File: config.mk
export PLATFORM = sky130hd
export DESIGN_NAME = statement_splitter_comment_stripper
export DESIGN_NICKNAME = d
export VERILOG_FILES = /design/src/design/sscs_pkg.sv /design/src/design/statement_splitter_comment_stripper.sv
export VERILOG_INCLUDE_DIRS = /design/src /design/src/design
export SDC_FILE = /design/constraint.sdc
export NUM_CORES = 1
export LEC_CHECK = 0
export BUFFER_PORTS_ARGS = -buffer_cell sky130_fd_sc_hd__buf_4
export CORE_ASPECT_RATIO = 1.1
export CORE_MARGIN = 2
export CORE_UTILIZATION = 35
export DETAILED_ROUTE_END_ITERATION = 16
export GPL_TIMING_DRIVEN = 0
export SKIP_CTS_REPAIR_TIMING = 1
export SLEW_MARGIN = 5
export SYNTH_ARGS = -nofsm -noshare
export SYNTH_HDL_FRONTEND = slang
export SYNTH_SLANG_ARGS = --single-unit
export TNS_END_PERCENT = 5
File: constraint.sdc
create_clock -name clock -period 9.1 [get_ports clock]
set_input_delay 1.365 -clock clock [delete_from_list [all_inputs] [get_ports clock]]
set_output_delay 1.365 -clock clock [all_outputs]
set_load 0.005 [all_outputs]
File: src/design/statement_splitter_comment_stripper_assert.svh
`ifndef STATEMENT_SPLITTER_COMMENT_STRIPPER_ASSERT_SVH
`define STATEMENT_SPLITTER_COMMENT_STRIPPER_ASSERT_SVH

// A property that must hold in every cycle outside reset.
`define SSCS_ASSERT_ALWAYS(lbl, clk, rst, prop) \
   lbl: assert property (@(posedge clk) disable iff (rst) (prop)) \
      else $error("statement splitter check failed");

// A condition that must be followed by a consequence in the next cycle.
`define SSCS_ASSERT_NEXT(lbl, clk, rst, ante, cons) \
   lbl: assert property (@(posedge clk) disable iff (rst) (ante) |=> (cons)) \
      else $error("statement splitter sequence check failed");

`endif

File: src/design/sscs_pkg.sv
package sscs_pkg;

   typedef struct packed {
      logic [7:0] ch;
      logic       end_of_file;
   } req_type;

   typedef struct packed {
      logic [1:0]  kind;
      logic [7:0]  out_char;
      logic [15:0] position;
      logic [15:0] length;
      logic [2:0]  error_flags;
   } rsp_type;

   typedef enum logic [3:0] {
      MODE_SKIP  = 4'd0,
      MODE_MAIN  = 4'd1,
      MODE_SLASH = 4'd2,
      MODE_LINE  = 4'd3,
      MODE_BLOCK = 4'd4,
      MODE_STAR  = 4'd5,
      MODE_ESC   = 4'd6,
      MODE_STR   = 4'd7,
      MODE_PURGE = 4'd8
   } mode_type;

   typedef struct packed {
      mode_type    mode;
      logic [7:0]  quote;
      logic [15:0] count;
      logic        ctrl;
      logic        last_blank;
      logic [2:0]  flags;
   } stmt_state_type;

   typedef struct packed {
      stmt_state_type st;
      logic           ok;
   } acc_type;

   localparam logic [1:0] KIND_CHAR = 2'd0;
   localparam logic [1:0] KIND_END  = 2'd1;
   localparam logic [1:0] KIND_EOF  = 2'd2;
   localparam logic [1:0] KIND_RSVD = 2'd3;

   localparam logic [2:0] FLAG_OVF    = 3'b001;
   localparam logic [2:0] FLAG_SYNTAX = 3'b010;
   localparam logic [2:0] FLAG_STRING = 3'b100;

   localparam logic [7:0] CH_SEMI   = 8'h3B;
   localparam logic [7:0] CH_HASH   = 8'h23;
   localparam logic [7:0] CH_SLASH  = 8'h2F;
   localparam logic [7:0] CH_STAR   = 8'h2A;
   localparam logic [7:0] CH_BSLASH = 8'h5C;
   localparam logic [7:0] CH_SQUOTE = 8'h27;
   localparam logic [7:0] CH_DQUOTE = 8'h22;
   localparam logic [7:0] CH_SPACE  = 8'h20;
   localparam logic [7:0] CH_TAB    = 8'h09;
   localparam logic [7:0] CH_LF     = 8'h0A;
   localparam logic [7:0] CH_CR     = 8'h0D;

   localparam logic [15:0] MAX_LENGTH_RESET = 16'd256;

   localparam stmt_state_type ST_RESET = '{MODE_SKIP, 8'd0, 16'd0, 1'b0, 1'b0, 3'd0};

   function automatic acc_type accept_fn(stmt_state_type s, logic [7:0] c,
                                         logic [15:0] max_len);
      acc_type r;
      r.st = s;
      r.ok = 1'b0;
      if (({1'b0, s.count} + 17'd1) >= {1'b0, max_len}) begin
         r.st.mode  = MODE_PURGE;
         r.st.flags = s.flags | FLAG_OVF;
      end else begin
         r.ok = 1'b1;
         if (s.count == 16'd0) begin
            r.st.ctrl = (c == CH_HASH);
         end
         r.st.last_blank = (c == CH_SPACE);
         r.st.count      = s.count + 16'd1;
      end
      return r;
   endfunction

   function automatic rsp_type char_rec(logic [7:0] c, logic [15:0] pos);
      return '{KIND_CHAR, c, pos, 16'd0, 3'd0};
   endfunction

   function automatic rsp_type end_rec(logic [15:0] len, logic [2:0] fl);
      return '{KIND_END, 8'd0, 16'd0, len, fl};
   endfunction

   function automatic rsp_type eof_rec();
      return '{KIND_EOF, 8'd0, 16'd0, 16'd0, 3'd0};
   endfunction

endpackage

File: src/design/statement_splitter_comment_stripper.sv
// Statement splitter and comment stripper.
// The req channel takes one source byte, or an end-of-file mark, per transaction.
// The rsp channel returns statement characters with their index, statement-end
// records with length and error flags, and an end-of-input record.
// The csr port writes the buffer size register; write it only while idle.
// An accepted byte is registered in the input register and processed from there
// once the result register is empty or is handing over its last entry; its
// results are registered in the result register and offered from it.
// A byte causes zero to three results, held in a three-entry result register
// that drains one transaction per cycle while rsp_stall is low; the next byte
// is processed in the cycle the last of them leaves, so one byte per cycle is
// sustained whenever each byte yields at most one result and rsp_stall is low.
// When the receiver stalls, the result register holds, the input register
// fills, and then req_stall rises.
// Synchronous reset empties both registers, returns the parser to skipping
// leading blanks, and sets the buffer size to 256.
module statement_splitter_comment_stripper (
   input  logic             clock,
   input  logic             reset,
   input  logic             req_valid,
   output logic             req_stall,
   input  sscs_pkg::req_type req_data,
   output logic             rsp_valid,
   input  logic             rsp_stall,
   output sscs_pkg::rsp_type rsp_data,
   input  logic             csr_write,
   input  logic [15:0]      csr_wdata
);
   import sscs_pkg::*;

   logic           in_valid_ff, in_valid_in;
   req_type        in_ff;
   stmt_state_type st_ff, st_in;
   logic [15:0]    len_ff;
   rsp_type        res_ff [3];
   rsp_type        res_in [3];
   logic [1:0]     rem_ff, rem_in;
   logic           rsp_fire, process, req_fire;
   acc_type        acc;
   logic           main_go, tail_go;
   logic [7:0]     c;

   assign rsp_valid = (rem_ff != 2'd0);
   assign rsp_data  = res_ff[0];
   assign rsp_fire  = rsp_valid && !rsp_stall;
   assign process   = in_valid_ff &&
                      ((rem_ff == 2'd0) || ((rem_ff == 2'd1) && rsp_fire));
   assign req_stall = in_valid_ff && !process;
   assign req_fire  = req_valid && !req_stall;
   assign c         = in_ff.ch;

   always_comb begin
      st_in   = st_ff;
      rem_in  = 2'd0;
      res_in  = '{default: '0};
      acc     = '0;
      main_go = 1'b0;
      tail_go = 1'b0;
      if (in_ff.end_of_file) begin
         if (st_in.mode == MODE_SLASH) begin
            acc = accept_fn(st_in, CH_SLASH, len_ff);
            if (acc.ok) begin
               res_in[rem_in] = char_rec(CH_SLASH, st_in.count);
               rem_in = rem_in + 2'd1;
            end
            st_in = acc.st;
         end else if (st_in.mode == MODE_ESC) begin
            st_in.flags = st_in.flags | FLAG_SYNTAX;
         end else if (st_in.mode == MODE_STR) begin
            st_in.flags = st_in.flags | FLAG_STRING;
         end
         if (st_in.mode == MODE_PURGE) begin
            res_in[rem_in] = end_rec(16'd0, st_in.flags | FLAG_OVF);
            rem_in = rem_in + 2'd1;
         end else if (st_in.count != 16'd0) begin
            res_in[rem_in] = end_rec(st_in.count, st_in.flags);
            rem_in = rem_in + 2'd1;
         end
         res_in[rem_in] = eof_rec();
         rem_in = rem_in + 2'd1;
         st_in = ST_RESET;
      end else begin
         unique case (st_in.mode)
            MODE_SKIP: begin
               if (!(c == CH_SPACE || c == CH_TAB || c == CH_LF || c == CH_CR)) begin
                  st_in.mode = MODE_MAIN;
                  main_go = 1'b1;
               end
            end
            MODE_MAIN: begin
               main_go = 1'b1;
            end
            MODE_SLASH: begin
               if (c == CH_SLASH) begin
                  st_in.mode = MODE_LINE;
               end else if (c == CH_STAR) begin
                  st_in.mode = MODE_BLOCK;
               end else begin
                  acc = accept_fn(st_in, CH_SLASH, len_ff);
                  if (acc.ok) begin
                     res_in[rem_in] = char_rec(CH_SLASH, st_in.count);
                     rem_in = rem_in + 2'd1;
                  end
                  st_in = acc.st;
                  tail_go = acc.ok;
               end
            end
            MODE_LINE: begin
               if (c == CH_LF) begin
                  if (st_in.ctrl) begin
                     res_in[rem_in] = end_rec(st_in.count, st_in.flags);
                     rem_in = rem_in + 2'd1;
                     st_in = ST_RESET;
                  end else begin
                     st_in.mode = MODE_MAIN;
                  end
               end
            end
            MODE_BLOCK: begin
               if (c == CH_STAR) begin
                  st_in.mode = MODE_STAR;
               end
            end
            MODE_STAR: begin
               if (c == CH_SLASH) begin
                  st_in.mode = MODE_MAIN;
               end else if (c != CH_STAR) begin
                  st_in.mode = MODE_BLOCK;
               end
            end
            MODE_ESC: begin
               if (c == CH_LF || c == CH_CR) begin
                  res_in[rem_in] = end_rec(st_in.count, st_in.flags | FLAG_SYNTAX);
                  rem_in = rem_in + 2'd1;
                  st_in = ST_RESET;
               end else begin
                  acc = accept_fn(st_in, c, len_ff);
                  if (acc.ok) begin
                     res_in[rem_in] = char_rec(c, st_in.count);
                     rem_in = rem_in + 2'd1;
                  end
                  st_in = acc.st;
                  if (acc.ok) begin
                     st_in.mode = MODE_MAIN;
                  end
               end
            end
            MODE_STR: begin
               if (c == CH_LF || c == CH_CR) begin
                  st_in.flags = st_in.flags | FLAG_STRING;
                  if (st_in.ctrl) begin
                     res_in[rem_in] = end_rec(st_in.count, st_in.flags | FLAG_SYNTAX);
                     rem_in = rem_in + 2'd1;
                     st_in = ST_RESET;
                  end
               end else begin
                  acc = accept_fn(st_in, c, len_ff);
                  if (acc.ok) begin
                     res_in[rem_in] = char_rec(c, st_in.count);
                     rem_in = rem_in + 2'd1;
                  end
                  st_in = acc.st;
                  if (acc.ok && (c == st_in.quote)) begin
                     st_in.mode = MODE_MAIN;
                  end
               end
            end
            MODE_PURGE: begin
               if (c == CH_SEMI) begin
                  res_in[rem_in] = end_rec(16'd0, st_in.flags | FLAG_OVF);
                  rem_in = rem_in + 2'd1;
                  st_in = ST_RESET;
               end
            end
            default: begin
               st_in = ST_RESET;
            end
         endcase

         if (main_go) begin
            priority if (c == CH_SPACE) begin
               if ((st_in.count == 16'd0) || st_in.last_blank) begin
                  st_in.mode = MODE_SKIP;
               end else begin
                  tail_go = 1'b1;
               end
            end else if (c == CH_LF) begin
               if ((st_in.count != 16'd0) && st_in.ctrl) begin
                  res_in[rem_in] = end_rec(st_in.count, st_in.flags);
                  rem_in = rem_in + 2'd1;
                  st_in = ST_RESET;
               end
            end else if (c == CH_CR) begin
               st_in.mode = MODE_MAIN;
            end else if (c == CH_SLASH) begin
               st_in.mode = MODE_SLASH;
            end else begin
               tail_go = 1'b1;
            end
         end

         if (tail_go) begin
            acc = accept_fn(st_in, c, len_ff);
            if (acc.ok) begin
               res_in[rem_in] = char_rec(c, st_in.count);
               rem_in = rem_in + 2'd1;
            end
            st_in = acc.st;
            if (acc.ok) begin
               st_in.mode = MODE_MAIN;
               priority if (c == CH_SEMI) begin
                  res_in[rem_in] = end_rec(st_in.count, st_in.flags);
                  rem_in = rem_in + 2'd1;
                  st_in = ST_RESET;
               end else if (c == CH_BSLASH) begin
                  st_in.mode = MODE_ESC;
               end else if (c == CH_SQUOTE || c == CH_DQUOTE) begin
                  st_in.quote = c;
                  st_in.mode  = MODE_STR;
               end else begin
                  st_in.mode = MODE_MAIN;
               end
            end
         end
      end
   end

   always_comb begin
      in_valid_in = in_valid_ff;
      if (req_fire) begin
         in_valid_in = 1'b1;
      end else if (process) begin
         in_valid_in = 1'b0;
      end
   end

   always_ff @(posedge clock) begin
      if (reset) begin
         in_valid_ff <= 1'b0;
         st_ff       <= ST_RESET;
         len_ff      <= MAX_LENGTH_RESET;
         rem_ff      <= 2'd0;
      end else begin
         in_valid_ff <= in_valid_in;
         if (csr_write) begin
            len_ff <= csr_wdata;
         end
         if (process) begin
            st_ff  <= st_in;
            rem_ff <= rem_in;
         end else if (rsp_fire) begin
            rem_ff <= rem_ff - 2'd1;
         end
      end
   end

   always_ff @(posedge clock) begin
      if (req_fire) begin
         in_ff <= req_data;
      end
      if (process) begin
         res_ff <= res_in;
      end else if (rsp_fire) begin
         res_ff[0] <= res_ff[1];
         res_ff[1] <= res_ff[2];
      end
   end

`include "statement_splitter_comment_stripper_assert.svh"

   `SSCS_ASSERT_ALWAYS(a_no_reserved_kind, clock, reset,
      !rsp_valid || (rsp_data.kind != KIND_RSVD))
   `SSCS_ASSERT_ALWAYS(a_char_has_no_end_fields, clock, reset,
      !(rsp_valid && (rsp_data.kind == KIND_CHAR)) ||
      ((rsp_data.length == 16'd0) && (rsp_data.error_flags == 3'd0)))
   `SSCS_ASSERT_ALWAYS(a_stall_only_when_held, clock, reset,
      !req_stall || (in_valid_ff && (rem_ff != 2'd0)))
   `SSCS_ASSERT_NEXT(a_eof_clears_state, clock, reset, process && in_ff.end_of_file,
      (st_ff == ST_RESET) && (rem_ff != 2'd0))

endmodule
Word level (Yosys, flattened, before mapping)

Index checks and enable logic that the tools add are counted.

$add $sub $neg: 10
Magnitude comparators: 12
Equal/unequal tests: 23
Multiplexer cells: 172
Bitwise gates (word level): 8
Reductions and logical operators: 33

Operator list:

| operator              | count |
|---|---|
| $mux 135              | 15 |
| $bwmux 135            | 5 |
| $demux 45 s2          | 5 |
| $mux 45               | 9 |
| $mux 33               | 11 |
| $pmux 45 s5           | 1 |
| $mux 44               | 5 |
| $mux 90               | 2 |
| $pmux 29 s6           | 1 |
| $mux 41               | 4 |
| $and 132x132->132     | 1 |
| $not 132->132         | 1 |
| $mux 29               | 4 |
| $mux 18               | 6 |
| $mux 43               | 2 |
| $mux 4                | 17 |
| $mux 21               | 3 |
| $mux 30               | 2 |
| $eq 8x6->1 const B    | 7 |
| $logic_not 16->1      | 3 |
| $mux 2                | 23 |
| $mux 1                | 43 |
| $pmux 4 s9            | 1 |
| $add 16x1->17 const B | 2 |
| other kinds (30)      | 85 |

Register bits after elaboration: 196
Input bits: 30
Output and inout bits: 47
Logic and storage cells: 284

Longest topological paths before layout

Word-level depth: 37
Depth in mapped cells: 39
Gate-level depth less buffers: 35

Least setup slack after synthesis

No wires, ideal clock.

Path type: register to register
From: reg st_ff[5] in the netlist's numbering
To: reg res_ff[16] in the netlist's numbering (data pin)
Library setup time: 0.266 ns
Arrival: 8.320 ns
Required time: 8.834 ns
Setup slack: 0.514 ns
Cell stages (with the launch flop): 36
Buffers on the path: 4
Clock period less this slack: 8.586 ns
Path through: dfxtp_1 > ha_1 > clkbuf_1 > nand4_1 > or3_1 > clkbuf_1 > or4_1 > nand2_1 > ha_1 > a21oi_1 > o211ai_1 > nor3_1 > nand3_2 > o21ai_1 > a31oi_1 > nor4_2 > a21oi_1 > nor2_1 > ha_1 > nand3_1 > or4b_4 > or3_1 > a21oi_1 > ha_1 > a21oi_1 > o21ai_0 > a21o_1 > a21oi_1 > o21a_1 > inv_1 > a31oi_2 > clkbuf_1 > clkbuf_1 > nand2_1 > xnor2_1 > nor2_1

Word-level cells in the longest chain between the ends: 32
Elaborated cells between the ends (all ways): 142
Classes of those cells: 7 x add/sub; 12 x order compare; 1 x eq/ne; 104 x mux; 7 x bitwise; 11 x reduce/logical

Ends and longest elaborated chain:

| what                                                                | line                                                                                   | RTL |
|---|---|---|
| start: declaration                                                  | statement_splitter_comment_stripper.sv:33                                              | `stmt_state_type st_ff, st_in;` |
| start signal: assignment                                            | statement_splitter_comment_stripper.sv:249                                             | `st_ff <= st_in;` |
| $add 16x1->17                                                       | sscs_pkg.sv:72                                                                         | `if (({1'b0, s.count} + 17'd1) >= {1'b0, max_len}) begin` |
| $ge 17x16->1                                                        | sscs_pkg.sv:72                                                                         |  |
| $mux 18 or $mux 1 (tied branches)                                   | sscs_pkg.sv:72                                                                         |  |
| $mux 18, or another cell as far along                               | n/a                                                                                    |  |
| $mux 33, or another cell as far along                               | statement_splitter_comment_stripper.sv:149                                             | `if (c == CH_LF \|\| c == CH_CR) begin` |
| $pmux 29 s6 or $mux 1 (tied branches)                               | statement_splitter_comment_stripper.sv:83                                              | `unique case (st_in.mode)` |
| $mux 29 or $mux 1 (tied branches)                                   | statement_splitter_comment_stripper.sv:59                                              | `if (in_ff.end_of_file) begin` |
| $reduce_bool 16->1 or $mux 1 (tied branches)                        | statement_splitter_comment_stripper.sv:188, statement_splitter_comment_stripper.sv:100 |  |
| [... 16 more ...]                                                   | n/a                                                                                    |  |
| $logic_and 1x1->1 (implied by the code) or $mux 135 (tied branches) | statement_splitter_comment_stripper.sv:212, statement_splitter_comment_stripper.sv:204 |  |
| $mux 45 (implied by the code) or $mux 135 (tied branches)           | statement_splitter_comment_stripper.sv:212, statement_splitter_comment_stripper.sv:202 |  |
| $demux 45 s2 or $mux 135 (tied branches)                            | statement_splitter_comment_stripper.sv:212, statement_splitter_comment_stripper.sv:59  |  |
| $bwmux 135                                                          | statement_splitter_comment_stripper.sv:212                                             | `res_in[rem_in] = end_rec(st_in.count, st_in.flags);` |
| $mux 135                                                            | statement_splitter_comment_stripper.sv:211                                             | `priority if (c == CH_SEMI) begin` |
| $mux 135                                                            | statement_splitter_comment_stripper.sv:209                                             | `if (acc.ok) begin` |
| $mux 135                                                            | statement_splitter_comment_stripper.sv:202                                             | `if (tail_go) begin` |
| $mux 135 (*)                                                        | statement_splitter_comment_stripper.sv:59                                              |  |
| end signal: assignment                                              | statement_splitter_comment_stripper.sv:262                                             | `res_ff <= res_in;` |
| end: declaration                                                    | statement_splitter_comment_stripper.sv:35                                              | `rsp_type res_ff [3];` |

Every way passes the cells marked *; elsewhere a longest branch is shown, timed or not. The select of a mux whose other input is x is not followed.
A chain may end at the register's enable or synchronous reset.

Worst setup path after layout

From: reg st_ff[6] in the netlist's numbering
To: reg res_ff, in the netlist rsp_data[11] (data pin)

Word-level cells in the longest chain between the ends: 33
Elaborated cells between the ends (all ways): 143
Classes of those cells: 7 x add/sub; 12 x order compare; 1 x eq/ne; 105 x mux; 7 x bitwise; 11 x reduce/logical

Ends and longest elaborated chain:

| what                                                      | line                                                                                   | RTL |
|---|---|---|
| $add 16x1->17                                             | sscs_pkg.sv:72                                                                         |  |
| $ge 17x16->1                                              | sscs_pkg.sv:72                                                                         |  |
| $mux 18 or $mux 1 (tied branches)                         | sscs_pkg.sv:72                                                                         |  |
| $mux 18, or another cell as far along                     | n/a                                                                                    |  |
| $mux 33, or another cell as far along                     | statement_splitter_comment_stripper.sv:149                                             |  |
| $pmux 29 s6 or $mux 1 (tied branches)                     | statement_splitter_comment_stripper.sv:83                                              |  |
| $mux 29 or $mux 1 (tied branches)                         | statement_splitter_comment_stripper.sv:59                                              |  |
| $reduce_bool 16->1 or $mux 1 (tied branches)              | statement_splitter_comment_stripper.sv:188, statement_splitter_comment_stripper.sv:100 |  |
| [... 17 more ...]                                         | n/a                                                                                    |  |
| $mux 45 (implied by the code) or $mux 135 (tied branches) | statement_splitter_comment_stripper.sv:212, statement_splitter_comment_stripper.sv:202 |  |
| $demux 45 s2 or $mux 135 (tied branches)                  | statement_splitter_comment_stripper.sv:212, statement_splitter_comment_stripper.sv:59  |  |
| $bwmux 135                                                | statement_splitter_comment_stripper.sv:212                                             |  |
| $mux 135                                                  | statement_splitter_comment_stripper.sv:211                                             |  |
| $mux 135                                                  | statement_splitter_comment_stripper.sv:209                                             |  |
| $mux 135                                                  | statement_splitter_comment_stripper.sv:202                                             |  |
| $mux 135 (*)                                              | statement_splitter_comment_stripper.sv:59                                              |  |
| $mux 90 (*)                                               | statement_splitter_comment_stripper.sv:261                                             | `if (process) begin` |

Marked as above.

==> impl_metrics.env <==
export IMPL_path_clk_slew_ns=0.09
export IMPL_area_growth_pct=21.9
export IMPL_cellLeakagePower_nw=5.98
export IMPL_drt_pass1_iterations=6
export IMPL_final_util_pct=43.1
export IMPL_synth_fa_ha_area_share_pct=4.58
export IMPL_power_density_mw_per_mm2=179
export IMPL_cts_buffer_depth=2
export IMPL_rr_startpoint="st_ff[6]"
export IMPL_io_buffers=74
export IMPL_critPathMaxStageDelay_ns=0.66
export IMPL_tightest_slew_ns=1.18
export IMPL_overflow=0
export IMPL_synthArstFlopShare_pct=0
export IMPL_cap_violations=0
export IMPL_slowest_stage="o21ai_2"
export IMPL_nNetsFinal=1746
export IMPL_criticalPathCategory="flop to flop"
export IMPL_synth_compound_area_share_pct=20.8
export IMPL_hp_class="flop to flop"
export IMPL_avgSynthCellArea_um2=8.60
export IMPL_r2r_setup_slack_ns=0.01
export IMPL_reg2reg_to="rsp_data[11]"
export IMPL_row_count=74
export IMPL_syn_nets=1602
export IMPL_via_per_inst=6.01
export IMPL_core_area_mm2=0.0370
export IMPL_drive_above_1_share_pct=19.5
export IMPL_fin_crit_sh_pct=99.9
export IMPL_drtAntennaViolNets=0
export IMPL_wl_um=60200
export IMPL_ys_ff_latch=196
export IMPL_holdPathEnd="st_ff[21]"
export IMPL_endpoint_kind="flop"
export IMPL_holdPathStages=2
export IMPL_synth_cell_types=88
export IMPL_grt_pass1_wl_um=85100
export IMPL_place_congestion=0.990
export IMPL_worstSkewPairLatency_ns=0.49
export IMPL_final_cell_mix="buf_4 (172), nor2_1 (168), nand2_1 (166)"
export IMPL_final_common_cell="buf_4"
export IMPL_synth_xor_area_share_pct=3.88
export IMPL_dieArea_mm2=0.0390
export IMPL_yosys_warnings=0
export IMPL_fmax_ghz=0.110
export IMPL_final_hold_viol_count=0
export IMPL_ios=77
export IMPL_die_w_um=188
export IMPL_crit_required_ns=9.35
export IMPL_power_w=0.00286
export IMPL_cts_buffers=17
export IMPL_vdd_drop_max_uv=143
export IMPL_synth_area_mm2=0.0131
export IMPL_antenna_found_initial=0
export IMPL_start_util_pct=35.4
export IMPL_drc_errors=0
export IMPL_seq_area_frac_synth_pct=40.9
export IMPL_drtIter0Drc=1488
export IMPL_htree_num_levels=4
export IMPL_period_minus_slack_ns=9.09
export IMPL_dp_hpwl_um=46300
export IMPL_grt_pass1_vias=12400
export IMPL_rsz0062_at_grt="yes"
export IMPL_grt_max_degree=55
export IMPL_r2r_cells=35
export IMPL_grtUsageTotal_pct=30.7
export IMPL_synthFlopType="edfxtp_1"
export IMPL_start_kind="flop"
export IMPL_vias=13100
export IMPL_fillers=3761
export IMPL_path_max_fanout=10
export IMPL_cts_tree="done"
export IMPL_cts_root_buf="clkbuf_16"
export IMPL_status="finished, final reports clean"
export IMPL_hp_start="st_ff[21]"
export IMPL_cts_sinks=196
export IMPL_crit_top_cell="a21o_1"
export IMPL_multi_input_area_mm2=0.00729
export IMPL_die_h_um=207
export IMPL_netlist_instances=1524
export IMPL_drv_slew=0
export IMPL_wl_per_cell_um=27.7
export IMPL_setup_viol=0
export IMPL_synthMuxAreaShare_pct=1.37
export IMPL_arrival_ns=9.33
export IMPL_synth_top_family_by_area="simple AND/OR/NAND/NOR gates"
export IMPL_synth_edf_count=144
export IMPL_final_seq_area_mm2=0.00537
export IMPL_synthSimpleGateAreaFrac_pct=20.9
export IMPL_fin_worst_skew_ns=0.0180
export IMPL_relSlewSlack_pct=20.7
[layer usage]
metal | share of wire (%) | vias to the layer above | routed length, µm | track usage, %
li1 | - | 5837 | - | -
met1 | 40 | 6406 | 24100 | 37.1
met2 | 47 | 651 | 28100 | 50.6
met3 | 6.0 | 177 | 3620 | 4.36
met4 | 7.2 | 0 | 4340 | 21.6
met5 | 0 | - | 0 | 0
[cells in the mapped netlist, types with 10 or more instances]
cell type,count,area [µm²]
nand3_1,50,250
dfxtp_1,52,1040
xor2_1,14,123
inv_1,63,236
o21ai_1,14,70.1
a211oi_1,25,188
a21o_1,11,82.6
nand4_1,21,131
nor3_1,34,170
o21ai_0,85,425
or3_1,13,81.3
a22o_1,10,87.6
o22ai_1,10,62.6
nand2_1,168,631
a221oi_1,10,87.6
xnor2_1,44,385
a31oi_1,26,163
ha_1,48,601
nor4_1,26,163
or2_2,10,62.6
a21oi_1,125,626
a22oi_1,12,90.1
edfxtp_1,144,4320
o211ai_1,14,105
buf_4,49,368
mux2i_1,18,180
nor2_1,172,646
buf_2,12,60.1
and2_1,14,87.6
clkbuf_1,75,282
o221ai_1,15,131
[how the worst max path moves through the flow]
stage	cells past startpoint	endpoint	from
after floorplan	35	res_ff[16]	st_ff[5]
after global placement	35	res_ff[16]	st_ff[14]
after detailed placement	35	res_ff[16]	st_ff[14]
after CTS	35	res_ff[16]	st_ff[14]
after global routing	37	rsp_data[24]	st_ff[14]
final	35	rsp_data[11]	st_ff[6]
[worst max-delay path, delay by kind of cell (launching register included)]
| kind | cells | cell delay [ns] |
|---|---|---|
| AOI/OAI and AO/OA | 13 | 2.94 |
| xor gates and xnor gates | 2 | 0.62 |
| adders and majority gates | 4 | 0.97 |
| buffers and inverters | 5 | 0.82 |
| DFF | 1 | 0.48 |
| and+or+nand+nor | 11 | 2.99 |
[through the flow]
step                cells  hold slack [ns]  setup TNS [ns]  cell area (µm²)  setup slack, ns
floorplan            1524            0.437               0            13100            0.514
global placement     2092            0.449         -716.78            14300            -4.85
detailed placement   2097            0.456         -672.29            14400            -4.77
CTS                  2129            0.468         -679.61            15000            -4.81
global route         2175            0.487           -3.13            16000           -0.136
finish               2176            0.464               0            16000           0.0136
[cells by family after synthesis]
group           after synthesis
simple gates                572
mux                          18
compound gates              423
buf+inv                     209
fa+ha+maj                    48
flops                       196
xor+xnor                     58
[power by group]
group / switching (W) / internal, W
clock: 0.000411 / 0.000418
sequential: 0.0000522 / 0.00118
combinational: 0.000476 / 0.000327
[layout make-up]
type                    count  share of cell area (%)
diodes                      1                  0.0157
plain buffers             139                    4.88
clock buffers              17                    2.66
clock inverters            15                    1.15
inverters                  67                    1.61
multi-input cells        1120                    45.6
flip-flops and latches    196                    33.6
well taps                 494                    3.87
repair buffers            127                    6.52
[flip-flops by register name (all words and copies together), names as in the netlist]
signal / count
res_ff: 90
len_ff: 16
st_ff: 33
in_valid_ff: 1
in_ff: 1
c: 8
rem_ff: 2
rsp_data: 45
(Power assumes the default switching activity.)
